$ cat config.mk
export PLATFORM = sky130hd
export DESIGN_NAME = srs_div
export DESIGN_NICKNAME = d
export VERILOG_FILES = /design/src/rtl/srs_pkg.sv /design/src/rtl/srs_div.sv
export SDC_FILE = /design/constraint.sdc
export NUM_CORES = 1
export LEC_CHECK = 0
export BUFFER_PORTS_ARGS = -buffer_cell sky130_fd_sc_hd__buf_2
export CAP_MARGIN = 15
export CORE_MARGIN = 3
export CORE_UTILIZATION = 45
export CTS_CLUSTER_SIZE = 16
export DETAILED_ROUTE_END_ITERATION = 10
export PLACE_DENSITY = 0.71
export SYNTH_ARGS = -nofsm -noshare
export SYNTH_HDL_FRONTEND = slang
export SYNTH_SLANG_ARGS = --single-unit
export TNS_END_PERCENT = 20
$ cat constraint.sdc
create_clock -name i_clk -period 5.72 [get_ports i_clk]
set_clock_uncertainty 0.05 [all_clocks]
set_input_delay 0.858 -clock i_clk [delete_from_list [all_inputs] [get_ports i_clk]]
set_output_delay 0.858 -clock i_clk [all_outputs]
set_load 0.05 [all_outputs]
$ cat src/rtl/srs_pkg.sv
`timescale 1ns / 1ps
package srs_pkg;

    // Serial multiplier: signed operand widths and magnitude widths.
    localparam int A_W   = 44;
    localparam int B_W   = 35;
    localparam int MAG_A = 43;
    localparam int MAG_B = 34;
    localparam int P_W   = MAG_A + MAG_B + 1;

    // Accumulator for dot products and sums of squares.
    localparam int ACC_W = 72;

    // Square root unit: radicand and root widths.
    localparam int SQ_IN_W  = 72;
    localparam int SQ_OUT_W = 36;

    // Divider: numerator, divisor and quotient widths.
    localparam int DIV_N_W = 58;
    localparam int DIV_D_W = 36;
    localparam int DIV_Q_W = 25;

    // Register map, indexed by paddr[3:2].
    localparam logic [1:0] REG_RULING_LENGTH  = 2'd0;
    localparam logic [1:0] REG_FLAT_THRESHOLD = 2'd1;
    localparam logic [1:0] REG_INDEX_MODULUS  = 2'd2;

    localparam logic [15:0] RL_RESET = 16'd256;
    localparam logic [14:0] FT_RESET = 15'd819;
    localparam logic [15:0] IM_RESET = 16'd1;

    // Vertex roles within a star.
    localparam logic [2:0] ROLE_CENTER = 3'd0;
    localparam logic [2:0] ROLE_XF     = 3'd1;
    localparam logic [2:0] ROLE_YF     = 3'd2;
    localparam logic [2:0] ROLE_XB     = 3'd3;
    localparam logic [2:0] ROLE_YB     = 3'd4;

    typedef struct packed {
        logic [2:0]         role;
        logic [15:0]        vertex_index;
        logic               on_boundary;
        logic signed [15:0] normal_x;
        logic signed [15:0] normal_y;
        logic signed [15:0] normal_z;
        logic signed [31:0] pos_x;
        logic signed [31:0] pos_y;
        logic signed [31:0] pos_z;
    } t_in_beat;

    typedef struct packed {
        logic signed [31:0] start_x;
        logic signed [31:0] start_y;
        logic signed [31:0] start_z;
        logic signed [31:0] end_x;
        logic signed [31:0] end_y;
        logic signed [31:0] end_z;
        logic               flat;
    } t_out_beat;

endpackage

$ cat src/rtl/srs_div.sv
`timescale 1ns / 1ps
// Restoring divider, one quotient bit per cycle. The caller guarantees the
// quotient fits in DIV_Q_W bits.
module srs_div import srs_pkg::*; (
    input  logic               i_clk,
    input  logic               i_rst_n,
    input  logic               i_start,
    input  logic [DIV_N_W-1:0] i_num,
    input  logic [DIV_D_W-1:0] i_den,
    output logic               o_done,
    output logic [DIV_Q_W-1:0] o_quo,
    output logic [DIV_N_W-1:0] o_rem
);
    localparam int D_W   = DIV_D_W + DIV_Q_W - 1;
    localparam int CMP_W = (D_W > DIV_N_W) ? D_W : DIV_N_W;
    localparam int CNT_W = $clog2(DIV_Q_W + 1);

    logic [DIV_N_W-1:0] r_rem;
    logic [D_W-1:0]     r_d;
    logic [DIV_Q_W-1:0] r_q;
    logic [CNT_W-1:0]   r_cnt;
    logic               r_busy;
    logic               r_done;
    logic               fits;

    assign fits = CMP_W'(r_rem) >= CMP_W'(r_d);

    always_ff @(posedge i_clk) begin
        if (!i_rst_n) begin
            r_busy <= 1'b0;
            r_done <= 1'b0;
            r_cnt  <= '0;
        end else begin
            r_done <= 1'b0;
            if (i_start) begin
                r_rem  <= i_num;
                r_d    <= {i_den, {(DIV_Q_W-1){1'b0}}};
                r_q    <= '0;
                r_cnt  <= '0;
                r_busy <= 1'b1;
            end else if (r_busy) begin
                if (fits) begin
                    r_rem <= DIV_N_W'(CMP_W'(r_rem) - CMP_W'(r_d));
                end
                r_q   <= {r_q[DIV_Q_W-2:0], fits};
                r_d   <= r_d >> 1;
                r_cnt <= r_cnt + 1'b1;
                if (r_cnt == CNT_W'(DIV_Q_W - 1)) begin
                    r_busy <= 1'b0;
                    r_done <= 1'b1;
                end
            end
        end
    end

    assign o_done = r_done;
    assign o_quo  = r_q;
    assign o_rem  = r_rem;

endmodule

==> results by group, run 1 <==
Pwr
  – Power Dens Cells: ~300 mW/mm²
  – Total leakage power: about 4.7 nW
  – Sequential power share: 0.387
  – Switch share: 0.314
  – Internal power: roughly 0.0024 W
  – Combinational Power Share: 0.250
  – VDD IR max: 0.184 mV
  – Clock power share: 0.363
  – Net switching power: about 0.0011 W

STA
  – Fin Setup TNS: 0 ns
  – Slew Limit Fails: 0
  – Least-Margin Pin Slew: between 0.8 and 0.9 ns
  – Count of final hold-check violations: 0
  – Final min period: 4.09 ns
  – Setup violations, final: 0
  – RSZ-0062 raised after global routing: false
  – Fmax: roughly 0.24 GHz
  – Slew Limit Headroom: 0.420
  – Final clock period utilization by the worst path: 0.714

Worst setup path
  – Crit end category: flip-flop
  – Setup slack, reg-to-reg: between 1.5 and 2 ns
  – FF-to-FF Start: o_rem[0]$_DFFE_PP_
  – Worst R2R Path Depth: 13
  – Reg2Reg Capture Point: o_rem[38]$_DFFE_PP_
  – Crit path from: o_rem[0]$_DFFE_PP_
  – Worst Path Max Fanout: 31
  – Startpoint types: flip-flop
  – Worst setup path endpoint: o_rem[38]$_DFFE_PP_
  – Required time of the critical path: around 5.8 ns
  – Crit Path Category: reg -> reg
  – Arrival @ worst endpoint: just over 4 ns

Die
  – Die ar.: 0.0233 mm²
  – Initial Util: 0.460
  – Site row count: 53
  – Die W: approximately 150 µm
  – Die height: ~150 µm
  – Core footprint: 0.0211 mm²
  – Ports: ~180

Global route
  – Number of global-route vias before repair: ~7700
  – Largest net degree at the start of global routing: 95
  – Grt ovf: 0
  – Overall Global Routing Usage: 0.211
  – First-pass GRT wire length: between 40 and 50 mm
  – Initial antenna violation count: 0

Yosys
  – FF+latch count, synth: 150
  – Post-Synthesis Cell Area: 0.00969 mm²
  – Cells after Synth: 1034
  – Synth unique cells: 74
  – Post-synth EDFFs: 143
  – Synth area leaders: edfxtp_1 44%, ha_1 7.7%, nand2_1 6.2%, o21ai_0 5.7%, a21oi_1 3.8%
  – Post-Syn Nets: roughly 1200
  – Top-count cell post-synth: nand2_1
  – Top cells by count, synth: 160 x nand2_1, 143 x edfxtp_1, 110 x o21ai_0
  – Async S/R FF share, synth: 0
  – Primary FF master, synth: edfxtp_1
  – Synth Area per Inst: between 9 and 10 µm²
  – Sequential fraction of the synthesis area: 0.457
  – YS warnings: 0
  – Top-area cell type share of the netlist area: 0.443
  – Cell taking the most area after synthesis: edfxtp_1

CTS
  – Clock latency on the worst-skew pair: 0.43 ns
  – H-tree lvl count: 4
  – Clock slew at reported path FFs: 0.06 ns
  – Post-cts resize count: 0
  – Clk buf depth: 2
  – Root buffer cell: clkbuf_16
  – CTS Buf Count: 17
  – Hold-fix buffers, CTS: 0
  – CTS tree: built
  – TritonCTS Sinks: 150
  – Post-CTS setup buffer count: 0

Placed design
  – Port Buf Inserts: 180
  – GP Congestion: between 0.8 and 0.9
  – Final HPWL DP: 18.8 mm
  – Placement Cell Area: around 0.011 mm²

Drt
  – Drt wl/cell: 17.0 µm
  – DRT iter0 DRCs: approximately 680
  – Drt pass-1 iters: 6
  – Antenna-violating nets left: 0
  – Total wire length: 25.2 mm
  – DR vias/cell: ~5.5
  – Via count: slightly above 8000
  – Final routed DRC violation total: 0

Outcome
  – Outcome: complete, no violations

Job
  – Max-cap violations: 0

Cells and area
  – Fin util: 0.539
  – Area grow syn2layout: 17.2%
  – Share of cells above drive strength 1: 0.206
  – Design Area, Final: roughly 0.011 mm²
  – Nets: between 1000 and 1500

Worst hold path
  – Worst min-delay path class: reg -> reg
## stage by stage
step                setup slack [ns]  hold slack [ns]  total power (W)  instances
floorplan                      0.573            0.429          0.00199       1034
global placement                1.75            0.454          0.00218       1444
detailed placement              1.60            0.461          0.00220       1444
CTS                             1.58            0.473          0.00344       1476
global route                    1.26            0.518          0.00358       1476
finish                          1.63            0.471          0.00344       1477
## how the worst min path moves through the flow
stage                          startpoint                    end  slack, ns  cells past startpoint
global placement    r_cnt[4]$_SDFFE_PP0P_  r_cnt[4]$_SDFFE_PP0P_       0.45                      2
finish              r_cnt[4]$_SDFFE_PP0P_  r_cnt[4]$_SDFFE_PP0P_       0.47                      2
floorplan           r_cnt[4]$_SDFFE_PP0P_  r_cnt[4]$_SDFFE_PP0P_       0.43                      2
CTS                 r_cnt[4]$_SDFFE_PP0P_  r_cnt[4]$_SDFFE_PP0P_       0.47                      2
global route        r_cnt[4]$_SDFFE_PP0P_  r_cnt[4]$_SDFFE_PP0P_       0.52                      2
detailed placement  r_cnt[4]$_SDFFE_PP0P_  r_cnt[4]$_SDFFE_PP0P_       0.46                      2
## kinds of logic after synthesis
| group | after synthesis | synth area share |
|---|---|---|
| simple gates | 346 | 0.163 |
| compound gates | 294 | 0.188 |
| flops | 150 | 0.457 |
| buf+inv | 120 | 0.0542 |
| fa+ha+maj | 61 | 0.0795 |
| xor+xnor | 56 | 0.0506 |
| mux | 7 | 0.00774 |
## critical path, cell delays in order (launching register included)
cell and delay [ns]:
edfxtp_1 0.34, inv_1 0.05, ha_1 0.21, fa_1 0.40, nand2b_1 0.19, a21oi_2 0.23, o21ai_0 0.13, nand3_1 0.17
nand2_1 0.12, o22ai_1 0.28, o21ai_0 0.15, a21oi_1 0.20, o21a_2 0.72, buf_4 0.48
## sequential cells by signal (all words and copies together) (netlist names)
register  count
r_d          60
o_rem        58
o_quo        25
r_cnt         5
r_busy        1
o_done        1
## power by group through the flow
| stage | clock network [W] | logic [W] | registers, W |
|---|---|---|---|
| after global routing | 0.00130 | 0.000941 | 0.00134 |
| final | 0.00125 | 0.000859 | 0.00133 |
| after floorplan | 0 | 0.000523 | 0.00147 |
| after CTS | 0.00126 | 0.000855 | 0.00133 |
| after global placement | 0 | 0.000837 | 0.00135 |
| after detailed placement | 0 | 0.000846 | 0.00135 |
## placed cells by master, fill, tap and decap left out, types with 12 or more instances in the layout
cell type,n
nand4_1,20
buf_2,179
a21oi_1,73
a21o_1,16
edfxtp_1,143
nand2_1,160
nor2b_1,30
clkbuf_16,17
xnor2_1,29
nor2_1,79
inv_1,70
o21ai_1,19
o21ai_0,110
ha_1,60
nor3_1,12
xor2_1,27
## cell type report
cell class,count,area (µm²)
Timing Repair Buffer,184,937
Clock buffer,20,437
Sequential cell,150,4430
Multi-Input combinational cell,764,4740
Fill cell,1933,9720
Antenna cell,1,2.50
Inverter,71,267
Clock inverter,12,201
Tap cell,275,344
## routing by layer
metal,track usage,share of wire,vias up,wire (µm)
met5,0,0,-,0
met4,0.0696,0.020,0,498
met3,0.0349,0.069,42,1730
met2,0.319,0.44,308,11000
met1,0.311,0.47,3800,11900
li1,-,-,3992,-
Power figures use the tool's default switching activity.
==> run 2, diff against run 1 <==
==> constraint.sdc (replaced) <==
create_clock -name i_clk -period 3.8 [get_ports i_clk]
set_clock_uncertainty 0.05 [all_clocks]
set_input_delay 0.57 -clock i_clk [delete_from_list [all_inputs] [get_ports i_clk]]
set_output_delay 0.57 -clock i_clk [all_outputs]
set_load 0.05 [all_outputs]
==> results by group, run 2 (synthesis results as in run 1) <==
STA
  – Final clock period utilization by the worst path: 0.864
  – Slew Limit Fails: 0
  – Count of final hold-check violations: 0
  – Final min period: 3.28 ns
  – Least-Margin Pin Slew: roughly 0.68 ns
  – Hold WS: around 0.36 ns
  – Setup violations, final: 0
  – Slew Limit Headroom: 0.548
  – Fmax: 0.305 GHz
  – RSZ-0062 raised after global routing: false
  – Fin Setup TNS: 0 ns

CTS
  – TritonCTS Sinks: 150
  – CTS Buf Count: 17
  – Hold-fix buffers, CTS: 0
  – Root buffer cell: clkbuf_16
  – H-tree lvl count: 4
  – Clock latency on the worst-skew pair: 0.44 ns
  – Clk buf depth: 2
  – Clock slew at reported path FFs: 0.07 ns
  – CTS tree: built
  – Post-cts resize count: 0
  – Post-CTS setup buffer count: 0

Worst setup path
  – Crit end category: flip-flop
  – Crit Path Category: reg -> reg
  – Setup slack, reg-to-reg: between 0.5 and 0.6 ns
  – Max stage delay cell, worst path: fa_1
  – Worst stage delay on the critical path: about 0.4 ns
  – Required time of the critical path: roughly 3.9 ns
  – Startpoint types: flip-flop
  – Worst R2R Path Depth: 13
  – Worst Path Max Fanout: 41
  – Crit path from: o_rem[0]$_DFFE_PP_
  – Crit-path leading delay family: compound AO/OA/AOI/OAI gates
  – Reg2Reg Capture Point: o_rem[12]$_DFFE_PP_
  – Cell Chain, Critical Path: inv_1 -> ha_1 -> fa_1 -> nand2b_1 -> a21oi_2 -> o21ai_0 -> nand3_1 -> nand2_1 -> o22ai_1 -> o21ai_0 -> a21oi_1 -> o21a_2 -> buf_12
  – Buf+Inv Stages, Crit Path: 2
  – Arrival @ worst endpoint: approximately 3.3 ns
  – FF-to-FF Start: o_rem[0]$_DFFE_PP_
  – Most used cell, CP: o21ai_0

Global route
  – Number of global-route vias before repair: 7375
  – Largest net degree at the start of global routing: 125
  – Overall Global Routing Usage: 0.206
  – Initial antenna violation count: 0
  – Grt ovf: 0
  – First-pass GRT wire length: ~39 mm

Cells and area
  – Most common cell after layout, fill and taps aside: buf_2
  – Top reg by flops: r_d
  – Area grow syn2layout: 17.6%
  – Largest register FFs: 60
  – Nets: between 1000 and 1500
  – # diodes: 0
  – Share of cells above drive strength 1: 0.209
  – Most frequent cells in the layout: 179 x buf_2, 160 x nand2_1, 143 x edfxtp_1

Worst hold path
  – Hold Path Depth: 3
  – Hold Path Origin: i_den[6]
  – Worst min-delay path class: in -> reg
  – Worst hold endpoint: r_d[30]$_DFFE_PP_

Die
  – Initial Util: 0.460
  – Die W: 153 µm
  – Die height: 153 µm
  – Die ar.: between 0.02 and 0.025 mm²
  – Ports: 181
  – Site row count: 53
  – Core footprint: 0.0211 mm²

Drt
  – DRT iter0 DRCs: between 700 and 800
  – Total wire length: around 25 mm
  – Final routed DRC violation total: 0
  – Via count: 8022
  – Drt wl/cell: 16.8 µm
  – Antenna-violating nets left: 0
  – DR vias/cell: between 5 and 6
  – Drt pass-1 iters: 5

Placed design
  – GP Congestion: 0.883
  – Port Buf Inserts: 180
  – Final HPWL DP: approximately 19 mm

Pwr
  – Total leakage power: ~4.7 nW
  – VDD IR max: 0.251 mV
  – Power Dens Cells: around 450 mW/mm²

Job
  – Max-cap violations: 0

Outcome
  – Outcome: complete, no violations
[run 2: final cells by class]
cell class,count,area (µm²)
flip-flops and latches,150,4430
repair buffers,184,975
well taps,275,344
fillers,1922,9690
multi-input cells,764,4740
inverters,71,267
clock buffers,19,443
clock inverters,13,194
[run 2: how the worst max path moves through the flow]
stage / to / cells after the start / slack, ns
CTS: o_rem[8]$_DFFE_PP_ / 13 / 0.49
global route: o_rem[8]$_DFFE_PP_ / 13 / 0.23
detailed placement: o_rem[14]$_DFFE_PP_ / 13 / 0.53
global placement: o_rem[15]$_DFFE_PP_ / 13 / 0.64
finish: o_rem[12]$_DFFE_PP_ / 13 / 0.52
floorplan: o_rem[0]$_DFFE_PP_ / 12 / 0.09
[run 2: per-stage QoR]
step,std cells,worst slack (ns),util,power [W],cell area [µm²]
detailed placement,1444,0.529,0.510,0.00331,10800
global placement,1444,0.640,0.510,0.00329,10800
finish,1476,0.518,0.541,0.00514,11400
floorplan,1034,0.0885,-,0.00300,9700
global route,1476,0.228,0.541,0.00537,11400
CTS,1476,0.495,0.541,0.00516,11400
[run 2: layer usage]
| layer | up-vias | GRT usage | part of all wire |
|---|---|---|---|
| li1 | 3989 | - | - |
| met1 | 3754 | 0.310 | 0.48 |
| met2 | 252 | 0.303 | 0.44 |
| met3 | 27 | 0.0378 | 0.061 |
| met4 | 0 | 0.0602 | 0.017 |
| met5 | - | 0 | 0 |
[run 2: worst register-to-register path, stage by stage, from the launching register on]
cell	delay, ns
edfxtp_1	0.34
inv_1	0.04
ha_1	0.21
fa_1	0.40
nand2b_1	0.19
a21oi_2	0.22
o21ai_0	0.14
nand3_1	0.16
nand2_1	0.12
o22ai_1	0.29
o21ai_0	0.14
a21oi_1	0.18
o21a_2	0.18
buf_12	0.26
[run 2: power by group]
group / internal [W] / switching (W) / leakage, nW
logic: 0.000434 / 0.000858 / 2.96
clock network: 0.00112 / 0.000727 / 0.297
registers: 0.00195 / 0.0000452 / 1.42
==> run 3, diff against run 2 <==
--- a/config.mk
+++ b/config.mk
@@ -5,13 +5,14 @@
 export SDC_FILE = /design/constraint.sdc
 export NUM_CORES = 1
 export LEC_CHECK = 0
+export ABC_AREA = 1
 export BUFFER_PORTS_ARGS = -buffer_cell sky130_fd_sc_hd__buf_2
 export CAP_MARGIN = 15
 export CORE_MARGIN = 3
 export CORE_UTILIZATION = 45
 export CTS_CLUSTER_SIZE = 16
 export DETAILED_ROUTE_END_ITERATION = 10
-export PLACE_DENSITY = 0.71
+export PLACE_DENSITY = 0.7
 export SYNTH_ARGS = -nofsm -noshare
 export SYNTH_HDL_FRONTEND = slang
 export SYNTH_SLANG_ARGS = --single-unit
==> results by group, run 3 <==
Yosys
  – FF+latch count, synth: 150
  – Cells after Synth: approximately 1700
  – YS warnings: 0
  – Synth area leaders: edfxtp_1 37%, nand2_1 21%, inv_1 12%, ha_1 6.5%, nor2_1 4.5%
  – Top cells by count, synth: 658 x nand2_1, 375 x inv_1, 143 x edfxtp_1
  – Synth Area per Inst: between 6 and 7 µm²
  – Post-Synthesis Cell Area: between 0.01 and 0.015 mm²
  – Async S/R FF share, synth: 0
  – Post-synth EDFFs: 143
  – Sequential fraction of the synthesis area: 0.385
  – Cell taking the most area after synthesis: edfxtp_1
  – Synth unique cells: 35
  – Post-Syn Nets: between 1500 and 2000
  – Top-count cell post-synth: nand2_1
  – Primary FF master, synth: edfxtp_1
  – Top-area cell type share of the netlist area: 0.373

Cells and area
  – Area grow syn2layout: 16.3%
  – Fillers: 2528
  – Most common cell after layout, fill and taps aside: nand2_1
  – Most frequent cells in the layout: 658 x nand2_1, 374 x inv_1, 179 x buf_2
  – Largest register FFs: 60
  – Top reg by flops: r_d
  – Nets: 2056
  – Fin util: 0.541
  – Share of cells above drive strength 1: 0.147
  – # diodes: 0
  – Multi-input gate area: about 0.0055 mm²
  – Seq. cell area: 0.00443 mm²

CTS
  – H-tree lvl count: 4
  – Hold-fix buffers, CTS: 0
  – CTS Buf Count: 17
  – Post-cts resize count: 0
  – Root buffer cell: clkbuf_16
  – Clock slew at reported path FFs: roughly 0.070 ns
  – Clk buf depth: 2
  – TritonCTS Sinks: 150
  – Post-CTS setup buffer count: 0
  – CTS tree: built
  – Clock latency on the worst-skew pair: approximately 0.44 ns

Global route
  – First-pass GRT wire length: roughly 56 mm
  – Overall Global Routing Usage: 0.254
  – Number of global-route vias before repair: between 10000 and 15000
  – Largest net degree at the start of global routing: 87
  – Initial antenna violation count: 0
  – Grt ovf: 0

STA
  – Fin Setup TNS: 0 ns
  – Slew Limit Headroom: 0.625
  – Final WS setup: approximately 0.86 ns
  – Least-Margin Pin Slew: 0.562 ns
  – Count of final hold-check violations: 0
  – RSZ-0062 raised after global routing: false
  – Final clock period utilization by the worst path: 0.773
  – Fmax: 0.341 GHz
  – Slew Limit Fails: 0
  – Final min period: ~2.9 ns
  – Setup violations, final: 0

Die
  – Site row count: 57
  – Core footprint: about 0.025 mm²
  – Die ar.: ~0.028 mm²
  – Initial Util: 0.465
  – Die height: around 170 µm
  – Ports: approximately 180
  – Die W: 166 µm

Worst setup path
  – Max stage delay cell, worst path: fa_1
  – Worst R2R Path Depth: 17
  – Startpoint types: flip-flop
  – Crit end category: flip-flop
  – Crit-path leading delay family: simple AND/OR/NAND/NOR gates
  – Buf+Inv Stages, Crit Path: 3
  – Arrival @ worst endpoint: between 2 and 3 ns
  – Crit Path Category: reg -> reg
  – Worst stage delay on the critical path: a little under 0.4 ns
  – Cell Chain, Critical Path: inv_1 -> ha_1 -> fa_1 -> inv_1 -> nand2_1 -> nand2_1 -> nand3_1 -> nand2_2 -> nand2_2 -> nand2_2 -> nand2_1 -> nand2_2 -> nand2_1 -> nand3_2 -> nor2_1 -> nor2_4 -> buf_12
  – WP depth: 17
  – Worst Path Max Fanout: 58
  – Required time of the critical path: between 3 and 4 ns

Drt
  – Drt pass-1 iters: 5
  – DRT iter0 DRCs: just over 800
  – DR vias/cell: slightly below 5
  – Final routed DRC violation total: 0
  – Drt wl/cell: roughly 16 µm
  – Total wire length: between 30 and 40 mm
  – Antenna-violating nets left: 0
  – Via count: around 11000

Worst hold path
  – Hold Path Depth: 3
  – Worst min-delay path class: in -> reg

Job
  – Max-cap violations: 0

Placed design
  – GP Congestion: about 1
  – Port Buf Inserts: 180
  – Dpl ws: between 0.8 and 0.9 ns
  – Final HPWL DP: 28.1 mm

Outcome
  – Outcome: complete, no violations

Pwr
  – VDD IR max: 0.249 mV
  – Total leakage power: 7.27 nW
  – Power Dens Cells: ~400 mW/mm²
[run 3: cell count changes after synthesis, sizes merged, moves of 30 or more]
| cell | delta |
|---|---|
| nor2 | +80 |
| nand3 | +69 |
| inv | +313 |
| a21oi | -34 |
| o21ai | -65 |
| nand2 | +509 |
| nor2b | -30 |
[run 3: final timing paths]
path | from | to | slack (ns)
min reg2reg | r_cnt[4]$_SDFFE_PP0P_ | r_cnt[4]$_SDFFE_PP0P_ | 0.41
max reg2reg | o_rem[0]$_DFFE_PP_ | o_rem[29]$_DFFE_PP_ | 0.86
max | o_rem[0]$_DFFE_PP_ | o_rem[29]$_DFFE_PP_ | 0.86
min | i_den[35] | r_d[59]$_SDFFCE_PN0P_ | 0.35
[run 3: cell families (layout without fill, tap and decap cells)]
| group | count (synthesis) | in the layout | synth area share |
|---|---|---|---|
| AO/OA/AOI/OAI | 117 | 117 | 0.0514 |
| XOR/XNOR | 20 | 20 | 0.0152 |
| adder cells (fa/ha/maj) | 61 | 61 | 0.0670 |
| buffers and inverters | 410 | 602 | 0.135 |
| flip-flops | 150 | 150 | 0.385 |
| AND/OR/NAND/NOR | 961 | 961 | 0.346 |
[run 3: per-layer routing]
metal  global-route usage  vias up  wire [µm]
li1                     -     5612          -
met3               0.0405       39       1710
met1                0.351     4851      16600
met4               0.0655        0        729
met5                    0        -          0
met2                0.420      292      16000
[run 3: area by class of cell]
class / instances / area share
flip-flops and latches: 150 / 0.331
repair buffers: 186 / 0.0730
inverters: 384 / 0.108
clock buffers: 17 / 0.0318
clock inverters: 15 / 0.0125
well taps: 324 / 0.0303
multi-input cells: 1159 / 0.413
[run 3: worst min-delay path: stages]
cell and delay, ns:
buf_2 0.08, nand2_1 0.05, inv_1 0.04
[run 3: through the flow]
stage | area (µm²) | total power [W] | hold WS, ns | cells
floorplan | 11500 | 0.00311 | 0.372 | 1719
global placement | 12800 | 0.00352 | 0.392 | 2203
detailed placement | 12800 | 0.00354 | 0.402 | 2203
CTS | 13400 | 0.00532 | 0.339 | 2235
global route | 13400 | 0.00558 | 0.349 | 2235
finish | 13400 | 0.00531 | 0.345 | 2235
[run 3: report_power, final]
part           total (W)  leakage [nW]  switching [W]  internal [W]
clock            0.00179         0.293       0.000803      0.000987
sequential       0.00199          1.43      0.0000437       0.00195
combinational    0.00152          5.55        0.00107      0.000451
